==> src/hst_pkg.sv <==
`timescale 1ns / 1ps
// Package for the handle slot table: command and status codes, transfer
// payload structs and the controller/datapath interface types. No dependencies.
package hst_pkg;

  localparam int CAPACITY_DEF = 8;

  typedef enum logic [1:0] {
    CMD_ADD    = 2'd0,
    CMD_REMOVE = 2'd1,
    CMD_FIND   = 2'd2,
    CMD_INSERT = 2'd3
  } cmd_t;

  typedef enum logic [1:0] {
    ST_OK        = 2'd0,
    ST_FULL      = 2'd1,
    ST_NOT_FOUND = 2'd2
  } status_t;

  typedef struct packed {
    cmd_t        command;
    logic [31:0] script_id;
    logic [31:0] key_handle;
  } in_t;

  typedef struct packed {
    status_t     status;
    logic [2:0]  slot_index;
    logic [31:0] handle_out;
    logic [3:0]  occupied;
  } out_t;

  typedef enum logic [1:0] {
    S_IDLE = 2'd0,
    S_SCAN = 2'd1,
    S_RESP = 2'd2
  } state_t;

  typedef struct packed {
    logic load;
    logic issue;
    logic finish;
    logic push;
  } ctrl_cmd_t;

  typedef struct packed {
    logic chk_vld;
    logic hit;
    logic last;
    logic out_busy;
  } dp_stat_t;

endpackage

==> src/hst_ctrl.sv <==
`timescale 1ns / 1ps
// Controller for the handle slot table: accept, scan and respond sequencing.
// Depends on hst_pkg.
module hst_ctrl (
  input  logic               clk,
  input  logic               rst_n,
  input  logic               in_valid,
  output logic               in_stall,
  input  hst_pkg::dp_stat_t  stat,
  output hst_pkg::ctrl_cmd_t cmd
);

  hst_pkg::state_t state_r, state_nxt;

  always_ff @(posedge clk) begin
    if (!rst_n) begin
      state_r <= hst_pkg::S_IDLE;
    end else begin
      state_r <= state_nxt;
    end
  end

  always_comb begin
    state_nxt  = state_r;
    cmd        = '0;
    in_stall   = 1'b1;
    case (state_r)
      hst_pkg::S_IDLE: begin
        in_stall = 1'b0;
        if (in_valid) begin
          cmd.load  = 1'b1;
          state_nxt = hst_pkg::S_SCAN;
        end
      end
      hst_pkg::S_SCAN: begin
        if (stat.chk_vld && (stat.hit || stat.last)) begin
          cmd.finish = 1'b1;
          state_nxt  = hst_pkg::S_RESP;
        end else begin
          cmd.issue = 1'b1;
        end
      end
      hst_pkg::S_RESP: begin
        if (!stat.out_busy) begin
          cmd.push  = 1'b1;
          state_nxt = hst_pkg::S_IDLE;
        end
      end
      default: begin
        state_nxt = hst_pkg::S_IDLE;
      end
    endcase
  end

endmodule

==> src/hst_dp.sv <==
`timescale 1ns / 1ps
// Datapath for the handle slot table: slot memory, scan pointer, compare,
// handle counter, occupancy count and output register. Depends on hst_pkg.
module hst_dp #(
  parameter int CAPACITY = hst_pkg::CAPACITY_DEF
) (
  input  logic               clk,
  input  logic               rst_n,
  input  hst_pkg::in_t       in_data,
  input  hst_pkg::ctrl_cmd_t cmd,
  output hst_pkg::dp_stat_t  stat,
  output logic               out_valid,
  input  logic               out_stall,
  output hst_pkg::out_t      out_data
);

  localparam int IW = (CAPACITY > 1) ? $clog2(CAPACITY) : 1;
  localparam int PW = IW + 1;
  localparam int CW = $clog2(CAPACITY + 1);

  logic [63:0]         slot_mem_r [CAPACITY];
  logic [CAPACITY-1:0] vld_r;

  hst_pkg::cmd_t cmd_r;
  logic [31:0]   sid_r;
  logic [31:0]   key_r;
  logic [PW-1:0] ptr_r;
  logic [IW-1:0] chk_idx_r;
  logic          chk_vld_r;
  logic [63:0]   rd_data_r;
  logic          rd_vld_r;
  logic [31:0]   ctr_r, ctr_nxt;
  logic [CW-1:0] occ_r, occ_nxt;
  hst_pkg::out_t res_r, res_nxt;
  hst_pkg::out_t out_data_r;
  logic          out_valid_r;

  logic [31:0]   cur_id;
  logic [31:0]   cur_h;
  logic [31:0]   key_sel;
  logic [31:0]   new_id;
  logic [31:0]   new_h;
  logic [31:0]   ctr_inc;
  logic          hit;
  logic          rd_go;
  logic          wr_en;
  logic [IW+2:0] idx_ext;
  logic [CW+3:0] occ_ext;

  assign rd_go = cmd.issue && (ptr_r < PW'(CAPACITY));

  always_comb begin
    cur_id  = rd_vld_r ? rd_data_r[63:32] : 32'd0;
    cur_h   = rd_vld_r ? rd_data_r[31:0] : 32'd0;
    key_sel = (cmd_r == hst_pkg::CMD_INSERT) ? 32'd0 : key_r;
    hit     = (cmd_r == hst_pkg::CMD_ADD) ? (cur_id == 32'd0) : (cur_h == key_sel);

    ctr_inc = ctr_r + 32'd1;
    ctr_nxt = ctr_r;
    new_id  = sid_r;
    new_h   = key_r;
    case (cmd_r)
      hst_pkg::CMD_ADD: begin
        new_h = (ctr_inc == 32'd0) ? 32'd1 : ctr_inc;
      end
      hst_pkg::CMD_REMOVE: begin
        new_id = 32'd0;
        new_h  = 32'd0;
      end
      default: begin
        new_h = key_r;
      end
    endcase

    wr_en   = cmd.finish && hit && (cmd_r != hst_pkg::CMD_FIND);
    occ_nxt = occ_r;
    if (wr_en) begin
      occ_nxt = occ_r + CW'(new_id != 32'd0) - CW'(cur_id != 32'd0);
      if (cmd_r == hst_pkg::CMD_ADD) begin
        ctr_nxt = new_h;
      end
    end

    idx_ext = {3'd0, chk_idx_r};
    occ_ext = {4'd0, occ_nxt};
    res_nxt = res_r;
    if (cmd.finish) begin
      if (hit) begin
        res_nxt.status     = hst_pkg::ST_OK;
        res_nxt.slot_index = idx_ext[2:0];
        res_nxt.handle_out = (cmd_r == hst_pkg::CMD_ADD) ? new_h : 32'd0;
      end else begin
        res_nxt.status     = (cmd_r inside {hst_pkg::CMD_ADD, hst_pkg::CMD_INSERT}) ?
                             hst_pkg::ST_FULL : hst_pkg::ST_NOT_FOUND;
        res_nxt.slot_index = 3'd0;
        res_nxt.handle_out = 32'd0;
      end
      res_nxt.occupied = occ_ext[3:0];
    end
  end

  // slot memory: one write port, one registered read port
  always_ff @(posedge clk) begin
    if (wr_en) begin
      slot_mem_r[chk_idx_r] <= {new_id, new_h};
    end
    if (rd_go) begin
      rd_data_r <= slot_mem_r[ptr_r[IW-1:0]];
    end
  end

  always_ff @(posedge clk) begin
    if (cmd.load) begin
      cmd_r <= in_data.command;
      sid_r <= in_data.script_id;
      key_r <= in_data.key_handle;
      ptr_r <= '0;
    end else if (rd_go) begin
      ptr_r <= ptr_r + PW'(1);
    end
    if (rd_go) begin
      chk_idx_r <= ptr_r[IW-1:0];
      rd_vld_r  <= vld_r[ptr_r[IW-1:0]];
    end
    res_r <= res_nxt;
    if (cmd.push) begin
      out_data_r <= res_r;
    end
  end

  always_ff @(posedge clk) begin
    if (!rst_n) begin
      vld_r       <= '0;
      ctr_r       <= '0;
      occ_r       <= '0;
      chk_vld_r   <= 1'b0;
      out_valid_r <= 1'b0;
    end else begin
      if (wr_en) begin
        vld_r[chk_idx_r] <= 1'b1;
      end
      ctr_r <= ctr_nxt;
      occ_r <= occ_nxt;
      if (cmd.load) begin
        chk_vld_r <= 1'b0;
      end else if (cmd.issue || cmd.finish) begin
        chk_vld_r <= rd_go;
      end
      if (cmd.push) begin
        out_valid_r <= 1'b1;
      end else if (!out_stall) begin
        out_valid_r <= 1'b0;
      end
    end
  end

  assign stat.chk_vld  = chk_vld_r;
  assign stat.hit      = hit;
  assign stat.last     = (chk_idx_r == IW'(CAPACITY - 1));
  assign stat.out_busy = out_valid_r && out_stall;

  assign out_valid = out_valid_r;
  assign out_data  = out_data_r;

endmodule

==> src/handle_slot_table.sv <==
`timescale 1ns / 1ps
// Handle slot table, top level: controller and datapath.
// Depends on hst_pkg, hst_ctrl and hst_dp.
//
// Each command (add, remove, find, insert) scans the slot memory one slot per
// cycle from slot zero and stops at the first match, then writes back in the
// same cycle it decides. A command that matches nothing scans all CAPACITY
// slots (8 at the default); the single read port of the slot memory sets the
// scan length. One command is in flight at a time; the next is accepted while
// the previous result waits in the output register. Reset clears the table at
// once through per-slot valid bits, so there is no clearing pass.
module handle_slot_table #(
  parameter int CAPACITY = hst_pkg::CAPACITY_DEF
) (
  input  logic          clk,
  input  logic          rst_n,
  input  logic          in_valid,
  output logic          in_stall,
  input  hst_pkg::in_t  in_data,
  output logic          out_valid,
  input  logic          out_stall,
  output hst_pkg::out_t out_data
);

  hst_pkg::ctrl_cmd_t cmd;
  hst_pkg::dp_stat_t  stat;

  hst_ctrl u_ctrl (
    .clk      (clk),
    .rst_n    (rst_n),
    .in_valid (in_valid),
    .in_stall (in_stall),
    .stat     (stat),
    .cmd      (cmd)
  );

  hst_dp #(
    .CAPACITY (CAPACITY)
  ) u_dp (
    .clk       (clk),
    .rst_n     (rst_n),
    .in_data   (in_data),
    .cmd       (cmd),
    .stat      (stat),
    .out_valid (out_valid),
    .out_stall (out_stall),
    .out_data  (out_data)
  );

endmodule

==> config.mk <==
export PLATFORM = sky130hd
export DESIGN_NAME = handle_slot_table
export DESIGN_NICKNAME = d
export VERILOG_FILES = /design/src/hst_pkg.sv /design/src/hst_ctrl.sv /design/src/hst_dp.sv /design/src/handle_slot_table.sv
export SDC_FILE = /design/constraint.sdc
export NUM_CORES = 1
export LEC_CHECK = 0
export BUFFER_PORTS_ARGS = -buffer_cell sky130_fd_sc_hd__buf_2
export CAP_MARGIN = 20
export CORE_MARGIN = 5
export CORE_UTILIZATION = 61
export CTS_BUF_LIST = sky130_fd_sc_hd__clkbuf_8 sky130_fd_sc_hd__clkbuf_16
export DETAILED_ROUTE_END_ITERATION = 6
export PLACE_DENSITY = 0.79
export SLEW_MARGIN = 40
export SYNTH_ARGS = -nofsm -noshare
export SYNTH_HDL_FRONTEND = slang
export SYNTH_SLANG_ARGS = --single-unit
==> constraint.sdc <==
create_clock -name clk -period 9.7 [get_ports clk]
set_input_delay 0 -clock clk [delete_from_list [all_inputs] [get_ports clk]]
set_output_delay 0 -clock clk [all_outputs]
set_load 0.01 [all_outputs]
==> load_flow_metrics.sql, run 1 <==
INSERT INTO impl_metrics (metric_group, metric, value, unit) VALUES
('sta', 'worst-slew-pin-transition', '0.884', 'ns'),
('setup_path', 'path_class', 'flip-flop to flip-flop', ''),
('global_routing', 'grt_antenna_before_repair', '0', ''),
('setup_path', 'crit_arrival', '5.42', 'ns'),
('worst_hold_path', 'holdPathStages', '3', ''),
('sta', 'final-hold-violation-count', '0', ''),
('sta', 'unrepaired_setup_endpoints_after_global_routing', 'no', ''),
('placed_design', 'post-place-ws', '4.68', 'ns'),
('global_routing', 'pin_count_of_the_biggest_net_entering_global_routing', '90', ''),
('sta', 'period_share', '53.4', '%'),
('routing', 'drcViolationCount', '6', ''),
('global_routing', 'grt_util_all_layers', '24.5', '%'),
('cells_and_area', 'filler_cell_count', '3099', ''),
('floorplan', 'start_util', '61.5', '%'),
('sta', 'maxSlewHeadroom', '40.6', '%'),
('setup_path', 'cp_top_family', 'simple AND/OR/NAND/NOR gates', ''),
('outcome', 'violated_checks', 'design-rule violations', ''),
('setup_path', 'critical_path.endpoint_type', 'flip-flop', ''),
('power_and_ir_drop', 'leakage_power', '11.8', 'nW'),
('yosys', 'synth_cell_type_count', '69', ''),
('setup_path', 'critical_path.cell_chain', 'nor4_1 > nand4_1 > o21ai_4 > nand2_1 > inv_1 > a31oi_1 > buf_4 > nor3_1 > buf_4 > nand2b_1 > nor3_4 > buf_6', ''),
('floorplan', 'core-area', '50100', 'um2'),
('floorplan', 'die_w', '235', 'um'),
('power_and_ir_drop', 'vdd_drop_max', '0.000180', 'V'),
('setup_path', 'worst_reg2reg_path_depth', '12', ''),
('cells_and_area', 'seq_area', '22900', 'um2'),
('cells_and_area', 'final_cell_mix', 'edfxtp_1, mux4_2, buf_2', ''),
('setup_path', 'critical_path_peak_fanout', '54', ''),
('sta', 'final-max-slew-violation-count', '0', ''),
('yosys', 'synth_area_per_cell', '18.2', 'um2'),
('yosys', 'synth-warning-count', '0', ''),
('job', 'max-cap-violations', '0', ''),
('routing', 'initialDrtViolationCount', '2025', ''),
('setup_path', 'critical_path.max_stage_delay', '0.71', 'ns'),
('cells_and_area', 'layout-area-overhead-vs-synth', '14.6', '%'),
('yosys', 'synth-edff-count', '728', ''),
('worst_hold_path', 'hold_path_class', 'primary input to flip-flop', ''),
('floorplan', 'row_count', '82', ''),
('yosys', 'ys.flop_type', 'edfxtp_1', ''),
('global_routing', 'global_route_wire_length_before_repair', '101000', 'um'),
('clocking', 'cts.root.buffer_cell', 'clkbuf_16', ''),
('floorplan', 'die_h', '235', 'um'),
('clocking', 'clk_pin_slew', '0.06', 'ns'),
('sta', 'tns', '0', 'ns'),
('cells_and_area', 'layout.cells.most_common', 'edfxtp_1', ''),
('placed_design', 'hpwl', '37700', 'um'),
('floorplan', 'io_pins', '113', ''),
('yosys', 'synth.ff_latch_count', '780', ''),
('cells_and_area', 'antenna-diode-count', '0', ''),
('sta', 'finalWorstSetupSlack', '4.52', 'ns'),
('clocking', 'htree_levels', '3', ''),
('setup_path', 'cp_num_buf_inv', '4', ''),
('floorplan', 'design.die.area', '55000', 'um2'),
('clocking', 'cts-buffers-inserted', '78', ''),
('clocking', 'post_cts_resized', '0', ''),
('yosys', 'synth_cells', '1695', ''),
('routing', 'post_drt_via_cell_ratio', '6.27', ''),
('clocking', 'cts_buffer_depth', '3', ''),
('clocking', 'clk-insertion-delay-late', '0.62', 'ns'),
('routing', 'routed_wl', '66200', 'um'),
('cells_and_area', 'finish.net_count', '1964', ''),
('global_routing', 'first_global_vias', '16700', ''),
('sta', 'timing.fmax', '0.193', 'GHz'),
('yosys', 'synth_async_sr_flop_share', '0', '%'),
('sta', 'finalWorstPathRequiredPeriod', '5.18', 'ns'),
('outcome', 'run_status', 'complete, but fails checks', ''),
('routing', 'final_antenna_net_count', '0', ''),
('clocking', 'tritoncts', 'yes', ''),
('sta', 'fin_skew', '0.0199', 'ns'),
('setup_path', 'cp_depth', '12', ''),
('cells_and_area', 'drive_above_1_share', '24.7', '%');
## cell usage after synthesis (10+ instances only)
master,count,area (um2)
a21oi_1,12,60.1
a22o_1,15,131
a31oi_1,12,75.1
and3_1,30,188
buf_1,12,45.0
buf_2,10,50.1
clkbuf_1,62,233
dfxtp_1,52,1040
edfxtp_1,728,21900
ha_1,10,125
inv_1,44,165
mux2_2,66,743
mux4_2,130,2930
nand2_1,92,345
nand2b_1,23,144
nand3_1,46,230
nand4_1,21,131
nor2_1,35,131
nor2b_1,38,238
nor3_1,20,100
nor4_1,24,150
o21ai_0,54,270
xnor2_1,30,263
xor2_1,15,131
## metal layers
metal	up-vias	share of wire (%)	track usage, %
li1	7139	-	-
met1	8436	40	33.5
met2	709	51	41.9
met3	119	6.8	4.10
met4	0	2.4	6.62
met5	-	0	0
## per-stage QoR
step / util, % / hold slack, ns / instance area (um2) / power, mW / cells
2_1_floorplan: - / 0.0989 / 30800 / 4.66 / 1695
3_3_place_gp: 63.9 / 0.176 / 32000 / 4.91 / 2404
3_5_place_dp: 64.2 / 0.178 / 32100 / 4.94 / 2407
4_1_cts: 70.4 / 0.0405 / 35200 / 7.80 / 2618
5_1_grt: 70.5 / 0.0664 / 35300 / 8.03 / 2618
6_report: 70.5 / 0.0704 / 35300 / 7.74 / 2618
## tightest hold or removal path: cells and delay by family
kind            cells  cell delay [ns]
buf+inv             2             0.44
compound gates      1             0.19
## report_power, final
group	total (mW)	internal, mW	switching, mW
clock network	2.84	1.62	1.22
registers	3.92	3.81	0.104
logic	0.981	0.508	0.473
total	7.74	5.94	1.80
## cells by family (layout without fill, tap and decap cells)
| group | after synthesis | count (layout) | synth area share [%] |
|---|---|---|---|
| simple gates | 365 | 365 | 6.40 |
| mux | 202 | 202 | 12.1 |
| compound gates | 151 | 151 | 3.27 |
| flops | 780 | 780 | 74.4 |
| buf+inv | 141 | 392 | 2.03 |
| xor+xnor | 45 | 45 | 1.28 |
| fa+ha+maj | 11 | 11 | 0.472 |
## worst paths after layout
check                                         from                endpoint  slack [ns]
worst max-delay path            u_dp.rd_data_r[48]  u_dp.slot_mem_r[0][31]        4.52
worst min-delay path                         rst_n       u_ctrl.state_r[1]        0.07
worst max register to register  u_dp.rd_data_r[48]  u_dp.slot_mem_r[0][31]        4.52
worst min register to register      u_dp.res_r[14]       u_dp.out_data[14]        0.42
## layout make-up
type / instances / share of cell area, %
multi-input combinational: 774 / 21.0
clock buffer: 79 / 5.60
sequential: 780 / 65.0
timing repair buffer: 204 / 4.26
inverter: 45 / 0.482
clock inverter: 64 / 1.30
tap: 672 / 2.38
## sequential cells by signal, indices dropped and copies added, names as in the netlist
register	flops
u_dp.slot_mem_r	512
u_dp.rd_data_r	64
u_dp.out_data	41
u_dp.res_r	41
u_dp.ctr_r	32
u_dp.key_r	32
u_dp.sid_r	32
u_dp.vld_r	8
u_dp.occ_r	4
u_dp.ptr_r	4
u_dp.chk_idx_r	3
u_ctrl.state_r	2
u_dp.cmd_r	2
u_dp.chk_vld_r	1
u_dp.out_valid	1
u_dp.rd_vld_r	1
(Power assumes the default switching activity.)
==> run 2, diff against run 1 <==
--- a/config.mk
+++ b/config.mk
@@ -8,10 +8,10 @@
 export BUFFER_PORTS_ARGS = -buffer_cell sky130_fd_sc_hd__buf_2
 export CAP_MARGIN = 20
 export CORE_MARGIN = 5
-export CORE_UTILIZATION = 61
+export CORE_UTILIZATION = 56
 export CTS_BUF_LIST = sky130_fd_sc_hd__clkbuf_8 sky130_fd_sc_hd__clkbuf_16
 export DETAILED_ROUTE_END_ITERATION = 6
-export PLACE_DENSITY = 0.79
+export PLACE_DENSITY = 0.76
 export SLEW_MARGIN = 40
 export SYNTH_ARGS = -nofsm -noshare
 export SYNTH_HDL_FRONTEND = slang
==> constraint.sdc (replaced) <==
create_clock -name clk -period 4.7 [get_ports clk]
set_input_delay 0 -clock clk [delete_from_list [all_inputs] [get_ports clk]]
set_output_delay 0 -clock clk [all_outputs]
set_load 0.01 [all_outputs]
==> run 2 against run 1 <==
The flow now finishes without violations. Clock-buffer cell count grew 1. Clock skew grew 0.0030 ns. Combinational power grew 100%. Cell count grew 1.9%. Sequential share of layout area shrank 0.47 points. Non-clock buffer count grew 21. Core utilization shrank 5.6 points. Power grew 110%. Largest power group unchanged.
==> load_flow_metrics.sql, run 2 (synthesis gave the netlist of run 1 again) <==
INSERT INTO impl_metrics (metric_group, metric, value, unit) VALUES
('power_and_ir_drop', 'vdd_drop_max', '0.000347', 'V'),
('power_and_ir_drop', 'power.density', '449', 'nW/um2'),
('setup_path', 'start_kind', 'flip-flop', ''),
('global_routing', 'global_route_wire_length_before_repair', '101000', 'um'),
('setup_path', 'crit_arrival', '4.27', 'ns'),
('cells_and_area', 'finish.cell_count_without_fillers', '2669', ''),
('cells_and_area', 'drive_above_1_share', '25.6', '%'),
('clocking', 'tritoncts', 'yes', ''),
('sta', 'worst-slew-pin-transition', '0.825', 'ns'),
('cells_and_area', 'finish.net_count', '1984', ''),
('routing', 'drcViolationCount', '0', ''),
('setup_path', 'critical_path_peak_fanout', '10', ''),
('routing', 'drt_pre_antenna_iters', '6', ''),
('floorplan', 'core-area', '54800', 'um2'),
('sta', 'tns', '0', 'ns'),
('placed_design', 'hpwl', '39400', 'um'),
('sta', 'timing.final.setup_violations', '0', ''),
('cells_and_area', 'seq_area', '22900', 'um2'),
('global_routing', 'grt_util_all_layers', '22.3', '%'),
('global_routing', 'grt_overflow_total', '0', ''),
('floorplan', 'die_w', '244', 'um'),
('clocking', 'postCtsSetupBuffers', '0', ''),
('sta', 'final-hold-violation-count', '0', ''),
('sta', 'fin_skew', '0.0229', 'ns'),
('global_routing', 'first_global_vias', '16600', ''),
('setup_path', 'critical_path.endpoint_type', 'flip-flop', ''),
('sta', 'finalWorstPathRequiredPeriod', '3.95', 'ns'),
('power_and_ir_drop', 'leakage_power', '11.9', 'nW'),
('placed_design', 'placement.io_buffers', '112', ''),
('cells_and_area', 'layout-area-overhead-vs-synth', '15.5', '%'),
('placed_design', 'placedCellCount', '2459', ''),
('placed_design', 'finalWeightedCongestion', '0.900', ''),
('floorplan', 'die_h', '244', 'um'),
('clocking', 'cts.root.buffer_cell', 'clkbuf_16', ''),
('cells_and_area', 'antenna-diode-count', '0', ''),
('sta', 'period_share', '84.1', '%'),
('clocking', 'htree_levels', '3', ''),
('floorplan', 'start_util', '56.2', '%'),
('outcome', 'run_status', 'completed', ''),
('routing', 'detail_route.wl_per_cell', '24.8', 'um'),
('cells_and_area', 'registers.top_by_ff_count', 'u_dp.slot_mem_r', ''),
('routing', 'final_antenna_net_count', '0', ''),
('clocking', 'clk-insertion-delay-late', '0.63', 'ns'),
('sta', 'final-max-slew-violation-count', '0', ''),
('cells_and_area', 'area_taken_by_multi_input_logic_gates', '7400', 'um2'),
('clocking', 'clkSinkCount', '780', ''),
('routing', 'routed_wl', '66300', 'um'),
('routing', 'initialDrtViolationCount', '1494', ''),
('sta', 'timing.fmax', '0.253', 'GHz'),
('global_routing', 'pin_count_of_the_biggest_net_entering_global_routing', '72', ''),
('cells_and_area', 'final_cell_mix', 'edfxtp_1, mux4_2, buf_2', ''),
('floorplan', 'design.die.area', '59700', 'um2'),
('cells_and_area', 'layout.cells.most_common', 'edfxtp_1', ''),
('clocking', 'cts_buffer_depth', '3', ''),
('cells_and_area', 'filler_cell_count', '3577', ''),
('setup_path', 'path_class', 'flip-flop to flip-flop', ''),
('worst_hold_path', 'hold_path_class', 'primary input to flip-flop', ''),
('floorplan', 'io_pins', '113', ''),
('routing', 'post_drt_via_cell_ratio', '6.07', ''),
('clocking', 'cts-buffers-inserted', '77', ''),
('sta', 'maxSlewHeadroom', '44.7', '%'),
('cells_and_area', 'biggestRegsByFlops', 'u_dp.slot_mem_r: 512 flops, u_dp.rd_data_r: 64 flops', ''),
('clocking', 'post_cts_resized', '0', ''),
('routing', 'route.vias.total', '16200', ''),
('cells_and_area', 'largest_register_ff_count', '512', ''),
('clocking', 'clk_pin_slew', '0.06', 'ns'),
('sta', 'unrepaired_setup_endpoints_after_global_routing', 'no', ''),
('floorplan', 'row_count', '86', ''),
('job', 'max-cap-violations', '0', ''),
('setup_path', 'required', '5.02', 'ns'),
('global_routing', 'grt_antenna_before_repair', '0', '');
run 2: cell types whose count changed in the layout (fill, tap and decap cells not counted), sizes merged:
cell      change
buf          +21
inv          -12
clkinv        +8
clkinvlp      +2
bufinv        -1
clkbuf        +1
run 2: per-stage QoR:
| stage | power, mW | area (um2) | setup WS, ns | hold slack [ns] | utilization (%) |
|---|---|---|---|---|---|
| after floorplan | 9.63 | 30800 | -0.653 | 0.0989 | - |
| after global placement | 10.2 | 32300 | 0.568 | 0.177 | 59.0 |
| after detailed placement | 10.2 | 32400 | 0.447 | 0.178 | 59.1 |
| after CTS | 16.1 | 35500 | 0.440 | 0.0287 | 64.8 |
| after global routing | 16.6 | 35500 | 0.437 | 0.0685 | 64.9 |
| final | 16.0 | 35500 | 0.747 | 0.0688 | 64.9 |
run 2: worst max-delay path: stages, from the launching register on:
cell and delay, ns:
dfxtp_1 0.49, ha_1 0.39, inv_1 0.12, nor4_2 0.56, nand4_1 0.20, xnor2_1 0.20, or4_1 0.53, or4_4 0.58
a31oi_1 0.59
run 2: final cells by class:
class,count,area share [%]
multi-input cells,774,20.8
repair buffers,225,4.90
clock inverters,61,1.26
inverters,45,0.479
flip-flops and latches,780,64.5
well taps,704,2.48
clock buffers,80,5.57
run 2: power by group:
group / leakage, nW / total [mW] / internal (mW) / switching, mW
logic: 3.47 / 1.96 / 1.07 / 0.892
clock network: 1.24 / 5.84 / 3.29 / 2.55
registers: 7.15 / 8.16 / 7.87 / 0.285
run 2: what timing repair did:
action / in CTS / in global routing
endpoints found under the setup margin: 0 / 0
endpoints found under the hold margin: 73 / 0
hold buffers: 68 / 0
run 2: final timing paths:
kind	cells after the start	to	startpoint	slack [ns]
setup / recovery	8	u_dp.slot_mem_r[4][0]	u_dp.ctr_r[0]	0.75
hold / removal	3	u_ctrl.state_r[1]	rst_n	0.07
setup reg to reg	8	u_dp.slot_mem_r[4][0]	u_dp.ctr_r[0]	0.75
hold reg to reg	0	u_dp.out_data[24]	u_dp.res_r[24]	0.42
run 2: metal layers:
metal	share of wire [%]	global-route usage (%)	vias to the layer above
met2	50	36.6	573
met1	42	31.5	8354
met5	0	0	-
met4	2.8	6.29	0
met3	6.0	3.73	118
li1	-	-	7162
